`config.mk`:
```
export PLATFORM = sky130hd
export DESIGN_NAME = k_permutation_enumerator_top
export DESIGN_NICKNAME = d
export VERILOG_FILES = /design/src/hw/rtl/kperm_pkg.sv /design/src/hw/rtl/k_permutation_enumerator_top.sv /design/src/hw/rtl/kperm_cfg.sv
export SDC_FILE = /design/constraint.sdc
export NUM_CORES = 1
export LEC_CHECK = 0
export ABC_AREA = 1
export BUFFER_PORTS_ARGS = -buffer_cell sky130_fd_sc_hd__clkbuf_2
export CORE_ASPECT_RATIO = 1.2
export CORE_MARGIN = 2
export CORE_UTILIZATION = 45
export DETAILED_ROUTE_END_ITERATION = 10
export PLACE_DENSITY_LB_ADDON = 0.3
export SLEW_MARGIN = 20
export SYNTH_ARGS = -nofsm -noshare
export SYNTH_HDL_FRONTEND = slang
export SYNTH_HIERARCHICAL = 1
export SYNTH_SLANG_ARGS = --single-unit
```
`constraint.sdc`:
```
create_clock -name clk -period 9.2 [get_ports clk]
set_input_delay 0.46 -clock clk [delete_from_list [all_inputs] [get_ports clk]]
set_output_delay 0.46 -clock clk [all_outputs]
set_load 0.1 [all_outputs]
```
`src/hw/rtl/kperm_pkg.sv`:
```
`default_nettype none

package kperm_pkg;

  // Default size of the value alphabet
  localparam int MAX_N_DEF = 16;

  // Digit store depth (longest permutation)
  localparam int MAX_K = 16;

  // Configuration port
  localparam int CFG_IDX_W  = 2;
  localparam int CFG_DATA_W = 6;

  localparam logic [CFG_IDX_W-1:0] REG_TOTAL  = 2'd0;
  localparam logic [CFG_IDX_W-1:0] REG_CHOOSE = 2'd1;

  localparam logic [4:0] TOTAL_RESET  = 5'd16;
  localparam logic [5:0] CHOOSE_RESET = 6'd0;

  // Decoded iteration setup, taken on a restart
  typedef struct packed {
    logic       ok;  // k fits within n and the digit store
    logic [4:0] n;   // values to draw from, 1..min(31, MAX_N)
    logic [4:0] k;   // digits per permutation, valid when ok
  } iter_cfg_t;

endpackage

`default_nettype wire

```
`src/hw/rtl/k_permutation_enumerator_top.sv`:
```
`default_nettype none

// Ordered k-permutation enumerator. Each input transfer requests the next
// permutation of k distinct values out of 0..n-1 in lexicographic order,
// delivered as k output transfers (position 0 first, last on the final
// digit), or a single exhausted transfer once the sequence runs out, was
// never started, or a restart finds the setup not ok. restart=1 reloads n and
// k from the configuration registers first; register writes take effect only
// at the next restart. The block handles one request at a time and drops
// in_ready while it works. A single candidate comparator tests one value per
// cycle against a mask of values in use. A restart fills every digit with the
// smallest values; a continuing request walks digits back, for each one
// trying candidate values above it (at most n), then refills the tail by
// scanning values upward, then emits the k digits. No clearing pass at reset.
module k_permutation_enumerator_top #(
  parameter int MAX_N = kperm_pkg::MAX_N_DEF
) (
  input  wire logic                             clk,
  input  wire logic                             rst_n,
  input  wire logic                             in_valid,
  output      logic                             in_ready,
  input  wire logic                             in_restart,
  output      logic                             out_valid,
  input  wire logic                             out_ready,
  output      logic [3:0]                       out_element,
  output      logic [3:0]                       out_position,
  output      logic                             out_last,
  output      logic                             out_exhausted,
  input  wire logic                             cfg_valid,
  output      logic                             cfg_ready,
  input  wire logic [kperm_pkg::CFG_IDX_W-1:0]  cfg_index,
  input  wire logic [kperm_pkg::CFG_DATA_W-1:0] cfg_wdata
);

  localparam int VW = (MAX_N > 1) ? $clog2(MAX_N) : 1;  // value width
  localparam int CW = VW + 1;                            // candidate width

  typedef enum logic [2:0] {
    S_IDLE,
    S_DROP,
    S_PROBE,
    S_FILL,
    S_EMIT,
    S_EXH
  } state_t;

  kperm_pkg::iter_cfg_t setup;

  state_t         state_r;
  logic           active_r;
  logic [4:0]     n_r;
  logic [4:0]     k_r;
  logic [4:0]     idx_r;
  logic [CW-1:0]  cand_r;
  logic [MAX_N-1:0] used_r;
  logic [VW-1:0]  digits_r [kperm_pkg::MAX_K];

  logic           out_valid_r;
  logic [3:0]     out_element_r;
  logic [3:0]     out_position_r;
  logic           out_last_r;
  logic           out_exhausted_r;

  logic [VW-1:0]  cur_digit;
  logic           cand_over;
  logic           cand_free;
  logic           at_last;
  logic           out_free;
  logic           out_load;

  function automatic logic [MAX_N-1:0] val_bit(input logic [VW-1:0] v);
    logic [MAX_N-1:0] b;
    b    = '0;
    b[v] = 1'b1;
    return b;
  endfunction

  kperm_cfg #(
    .MAX_N (MAX_N)
  ) u_cfg (
    .clk       (clk),
    .rst_n     (rst_n),
    .cfg_valid (cfg_valid),
    .cfg_index (cfg_index),
    .cfg_wdata (cfg_wdata),
    .setup     (setup)
  );

  // Shared candidate compare and digit read
  assign cur_digit = digits_r[idx_r[3:0]];
  assign cand_over = 8'(cand_r) >= 8'(n_r);
  assign cand_free = !used_r[cand_r[VW-1:0]];
  assign at_last   = (idx_r + 5'd1) == k_r;
  assign out_free  = !out_valid_r || out_ready;
  // output register takes a new result this cycle
  assign out_load  = out_free && (state_r inside {S_EMIT, S_EXH});

  // Sequencer
  always_ff @(posedge clk) begin
    if (!rst_n) begin
      state_r     <= S_IDLE;
      active_r    <= 1'b0;
      out_valid_r <= 1'b0;
    end else begin
      if (out_valid_r && out_ready && !out_load) begin
        out_valid_r <= 1'b0;
      end
      case (state_r)
        S_IDLE: begin
          if (in_valid) begin
            if (in_restart) begin
              n_r <= setup.n;
              k_r <= setup.k;
              if (setup.ok) begin
                active_r <= 1'b1;
                used_r   <= '0;
                idx_r    <= 5'd0;
                cand_r   <= '0;
                state_r  <= S_FILL;
              end else begin
                active_r <= 1'b0;
                state_r  <= S_EXH;
              end
            end else if (active_r) begin
              idx_r   <= k_r - 5'd1;
              state_r <= S_DROP;
            end else begin
              state_r <= S_EXH;
            end
          end
        end
        // release the current digit, try values above it
        S_DROP: begin
          used_r  <= used_r & ~val_bit(cur_digit);
          cand_r  <= {1'b0, cur_digit} + CW'(1);
          state_r <= S_PROBE;
        end
        S_PROBE: begin
          if (cand_over) begin
            if (idx_r == 5'd0) begin
              active_r <= 1'b0;
              state_r  <= S_EXH;
            end else begin
              idx_r   <= idx_r - 5'd1;
              state_r <= S_DROP;
            end
          end else if (cand_free) begin
            digits_r[idx_r[3:0]] <= cand_r[VW-1:0];
            used_r  <= used_r | val_bit(cand_r[VW-1:0]);
            idx_r   <= idx_r + 5'd1;
            cand_r  <= '0;
            state_r <= S_FILL;
          end else begin
            cand_r <= cand_r + CW'(1);
          end
        end
        // tail gets the smallest unused values in ascending order
        S_FILL: begin
          if (idx_r == k_r) begin
            idx_r   <= 5'd0;
            state_r <= S_EMIT;
          end else begin
            if (cand_free) begin
              digits_r[idx_r[3:0]] <= cand_r[VW-1:0];
              used_r <= used_r | val_bit(cand_r[VW-1:0]);
              idx_r  <= idx_r + 5'd1;
            end
            cand_r <= cand_r + CW'(1);
          end
        end
        S_EMIT: begin
          if (out_free) begin
            out_valid_r     <= 1'b1;
            out_element_r   <= 4'(cur_digit);
            out_position_r  <= idx_r[3:0];
            out_last_r      <= at_last;
            out_exhausted_r <= 1'b0;
            if (at_last) begin
              state_r <= S_IDLE;
            end else begin
              idx_r <= idx_r + 5'd1;
            end
          end
        end
        S_EXH: begin
          if (out_free) begin
            out_valid_r     <= 1'b1;
            out_element_r   <= 4'd0;
            out_position_r  <= 4'd0;
            out_last_r      <= 1'b1;
            out_exhausted_r <= 1'b1;
            state_r         <= S_IDLE;
          end
        end
        default: state_r <= S_IDLE;
      endcase
    end
  end

  assign in_ready      = (state_r == S_IDLE);
  assign cfg_ready     = 1'b1;
  assign out_valid     = out_valid_r;
  assign out_element   = out_element_r;
  assign out_position  = out_position_r;
  assign out_last      = out_last_r;
  assign out_exhausted = out_exhausted_r;

  // After a request transfer, in_ready is low in the next cycle
  a_busy_after_req: assert property (@(posedge clk) disable iff (!rst_n)
    (in_valid && in_ready) |=> !in_ready)
    else $error("in_ready held after request transfer");

  // An exhausted result carries zero fields and the last mark
  a_exh_fields: assert property (@(posedge clk) disable iff (!rst_n)
    (out_valid && out_exhausted) |->
      (out_last && out_element == 4'd0 && out_position == 4'd0))
    else $error("exhausted result with nonzero fields");

  // A running iteration has a usable digit count
  a_active_k: assert property (@(posedge clk) disable iff (!rst_n)
    active_r |-> (k_r != 5'd0 && k_r <= n_r))
    else $error("active iteration with bad k");

  // While emitting, exactly k values are marked in use
  a_used_count: assert property (@(posedge clk) disable iff (!rst_n)
    (state_r == S_EMIT) |-> ($countones(used_r) == int'(k_r)))
    else $error("in-use mask does not match digit count");

endmodule

`default_nettype wire

```
`src/hw/rtl/kperm_cfg.sv`:
```
`default_nettype none

module kperm_cfg #(
  parameter int MAX_N = kperm_pkg::MAX_N_DEF
) (
  input  wire logic                             clk,
  input  wire logic                             rst_n,
  input  wire logic                             cfg_valid,
  input  wire logic [kperm_pkg::CFG_IDX_W-1:0]  cfg_index,
  input  wire logic [kperm_pkg::CFG_DATA_W-1:0] cfg_wdata,
  output kperm_pkg::iter_cfg_t                  setup
);

  logic        [4:0] total_r;
  logic signed [5:0] choose_r;
  logic        [4:0] n_eff;
  logic signed [7:0] n_s;
  logic signed [7:0] k_s;

  // Register file; writes beyond the list are dropped
  always_ff @(posedge clk) begin
    if (!rst_n) begin
      total_r  <= kperm_pkg::TOTAL_RESET;
      choose_r <= kperm_pkg::CHOOSE_RESET;
    end else if (cfg_valid) begin
      case (cfg_index)
        kperm_pkg::REG_TOTAL:  total_r  <= cfg_wdata[4:0];
        kperm_pkg::REG_CHOOSE: choose_r <= cfg_wdata;
        default: ;
      endcase
    end
  end

  // n: zero reads as one, saturate at MAX_N. k: a negative value is added to n,
  // and a result of zero or below means n.
  always_comb begin
    n_eff = (total_r == 5'd0) ? 5'd1 : total_r;
    if (int'(n_eff) > MAX_N) begin
      n_eff = 5'(MAX_N);
    end
    n_s = signed'({3'b000, n_eff});
    k_s = 8'(choose_r);
    if (choose_r[5]) begin
      k_s = k_s + n_s;
    end
    if (k_s <= 8'sd0) begin
      k_s = n_s;
    end
    setup.ok = (k_s <= n_s) && (k_s <= 8'(signed'(kperm_pkg::MAX_K)));
    setup.n  = n_eff;
    setup.k  = k_s[4:0];
  end

endmodule

`default_nettype wire
```
==> impl_metrics.ini <==
[clocking]
clock_transition_time_at_the_flip_flop_clock_pins_of_the_worst_setup_and_hold_paths_ps = 60
hold_buffers = 0
cts.repair_timing.setup_buffer_count = 0
post_cts_resized = 0
clockRootBuffer = sky130_fd_sc_hd__clkbuf_16
clk_path_buf_depth = 2
numCtsBuffers = 17
worst_skew_pair.late_latency_ps = 430
cts.sink_count = 130
htreeDepth = 4
cts_tree = built

[drt]
detail-route-antenna-nets = 0
detail_route.vias_per_cell = 5.09
num_vias = 5683
wire_per_inst_microns = 14.7
drt_pre_antenna_iters = 7
detail_route.wirelength_microns = 16400
drt_iter0_markers = 367
detail_route.drc_violations = 0

[global_route]
routing_usage_on_met1_pct = 24.1
final_global_route_overflow_total = 0
globalRouteMet2Util_pct = 36.1
use_met3_pct = 3.43
grt_pass1_wl_microns = 27100
grt_start_max_net_pins = 41
grt.total_usage_pct = 20.2
initial_antenna_violation_count = 0
top_usage_layer = met2
vias_in_the_first_global_route = 5538

[setup_path]
end_kind = flop
timing.critical_path.max_delay_family = compound AO/OA/AOI/OAI gates
worstPathBufferInverterCount = 4
slowest_stage = sky130_fd_sc_hd__o21a_1
critical_path.max_stage_delay_ps = 700
worst_setup_path_start_kind = flop
critPathMostFrequentCell = sky130_fd_sc_hd__nand2_1
critical_path_arrival_ps = 5120
timing_worst_setup_path_type = flop to flop
critical_path.max_fanout = 16
cp.required_ps = 9260

[sta]
total_neg_setup_slack_ps = 0
holdWs_ps = 274
max_slew.worst_pin.slew_ps = 916
hold_violations = 0
post-route-period-util_pct = 55.1
timing.final.setup_violations = 0
grt_setup_unrepaired = false
timing.final.max_slew_violations = 0
clock.fmax_mhz = 197
finalWorstPathRequiredPeriod_ps = 5070
slew_headroom_pct = 38.6
clock-skew-final_ps = 10.6

[floorplanning]
horizontal_die_dimension_microns = 121
coreArea_sq_um = 16100
fp.dieArea_sq_um = 17400
start_util_pct = 45.7
pin_count = 27
row_count = 51
dieHeight_microns = 144

[cells_and_area]
area_delta_synth_final_pct = 12.0
n_antenna_cell = 0
fraction_of_layout_instances_using_a_drive_strength_above_1_pct = 13.5
net_count_reported_at_finish = 937
layout_commonest_cell = sky130_fd_sc_hd__nand2_1
mostFrequentLayoutCells = sky130_fd_sc_hd__nand2_1, sky130_fd_sc_hd__edfxtp_1, sky130_fd_sc_hd__inv_1

[power]
leakagePower_nw = 3.57
worst_ir_drop_vdd_mv = 0.144
p_switching_mw = 1.23
p_clk_share_pct = 23.4
combinational_fraction_of_design_power_pct = 44.1
power_per_cell_area_nw_per_um2 = 338
swShare_pct = 44.3
power_report.internal_total_mw = 1.55
seqPwrFrac_pct = 32.5

[yosys]
synth_fp_nets = 906
yosys_warnings = 6
synth-seq-area-share_pct = 50.4
synth_edf_count = 110
yosys_register_bits = 130
synth-main-ff-cell = sky130_fd_sc_hd__edfxtp_1
syn_avg_cell_area_sq_um = 8.53
async_reset_ff_share_pct = 0
synth.distinct_cells = 42
synth_area_sq_um = 7350
syn-instance-count = 862

[placement]
place.gp.congestion = 0.858
buffer_ports.inserted = 25
detailed_place_hpwl_microns = 11800

[run_status]
status = completed

[flow_run]
max_cap_violations = 0

[min_path]
worst_hold_path_type = input port to flop
[cell usage after synthesis, drive strengths merged, types with 2 or more instances]
cell    instances  share of area [%]
nand2         215                 12
inv           125                6.5
nor2          113                6.6
edfxtp        110                 45
nand3          85                6.2
o21ai          67                4.7
ha             29                4.9
a21oi          28                2.0
dfxtp          20                5.4
buf            15                1.4
nor3            9               0.75
xor2            9                1.1
o211ai          8               0.82
nand4           7               0.68
xnor2           4               0.48
clkbuf          3               0.15
o22ai           3               0.26
or2             3               0.26
nand3b          2               0.20
o21a            2               0.20
[power groups by stage]
stage	Clock [mW]	Sequential, mW	Combinational (mW)
after floorplan	0	0.950	0.894
after global placement	0	0.914	1.22
after detailed placement	0	0.916	1.22
after CTS	0.657	0.905	1.23
after global routing	0.683	0.917	1.38
final	0.649	0.903	1.23
[registers in the layout (all words and copies together), names as in the netlist, 4 cells and up, named ones only]
| register | count |
|---|---|
| k_r | 5 |
| n_r | 5 |
| u_cfg/total_r | 5 |
| out_element | 4 |
| out_position | 4 |
| idx_r | 5 |
| u_cfg/choose_r | 6 |
| digits_r | 64 |
| cand_r | 5 |
| used_r | 16 |
[metal layers]
metal / vias up / routed length [microns]
met2: 122 / 8360
li1: 2904 / -
met4: 0 / 331
met1: 2629 / 7080
met5: - / 0
met3: 28 / 617
[cell type report]
class / instances / area [sq um]
clock buffer: 17 / 425
clock inverter: 13 / 139
fill: 1573 / 7850
inverter: 125 / 474
multi-input combinational: 589 / 3060
sequential: 130 / 3700
tap: 212 / 265
timing repair buffer: 30 / 163
[final timing paths]
| check | to | from | depth (start not counted) | slack (ps) |
|---|---|---|---|---|
| worst max-delay path | used_r[6] | u_cfg/total_r[2] | 28 | 4130 |
| worst min-delay path | u_cfg/choose_r[4] | cfg_wdata[4] | 3 | 270 |
| worst max register to register | used_r[6] | u_cfg/total_r[2] | 28 | 4130 |
| worst min register to register | u_cfg/total_r[0] | u_cfg/total_r[0] | 2 | 470 |
[kinds of logic after synthesis]
family / count (synthesis) / synth area share, %
simple gates: 435 / 26.6
other cells: 1 / 0.0510
fa+ha+maj: 30 / 5.21
xor+xnor: 13 / 1.55
flops: 130 / 50.4
buf+inv: 143 / 8.05
compound gates: 110 / 8.12
[stage by stage]
step	setup WS [ps]	instance area, sq um	total power [mW]	cells	utilization (%)
2_1_floorplan	4980	7350	1.84	862	-
3_3_place_gp	4270	7670	2.13	1086	47.7
3_5_place_dp	4110	7670	2.14	1086	47.7
4_1_cts	4100	8230	2.79	1116	51.2
5_1_grt	3660	8230	2.98	1116	51.2
6_report	4130	8230	2.78	1116	51.2
[tightest hold or removal path: stages]
cell and delay [ps]:
sky130_fd_sc_hd__clkbuf_2 80, sky130_fd_sc_hd__inv_1 60, sky130_fd_sc_hd__a21oi_1 50
Power figures use the tool's default switching activity.
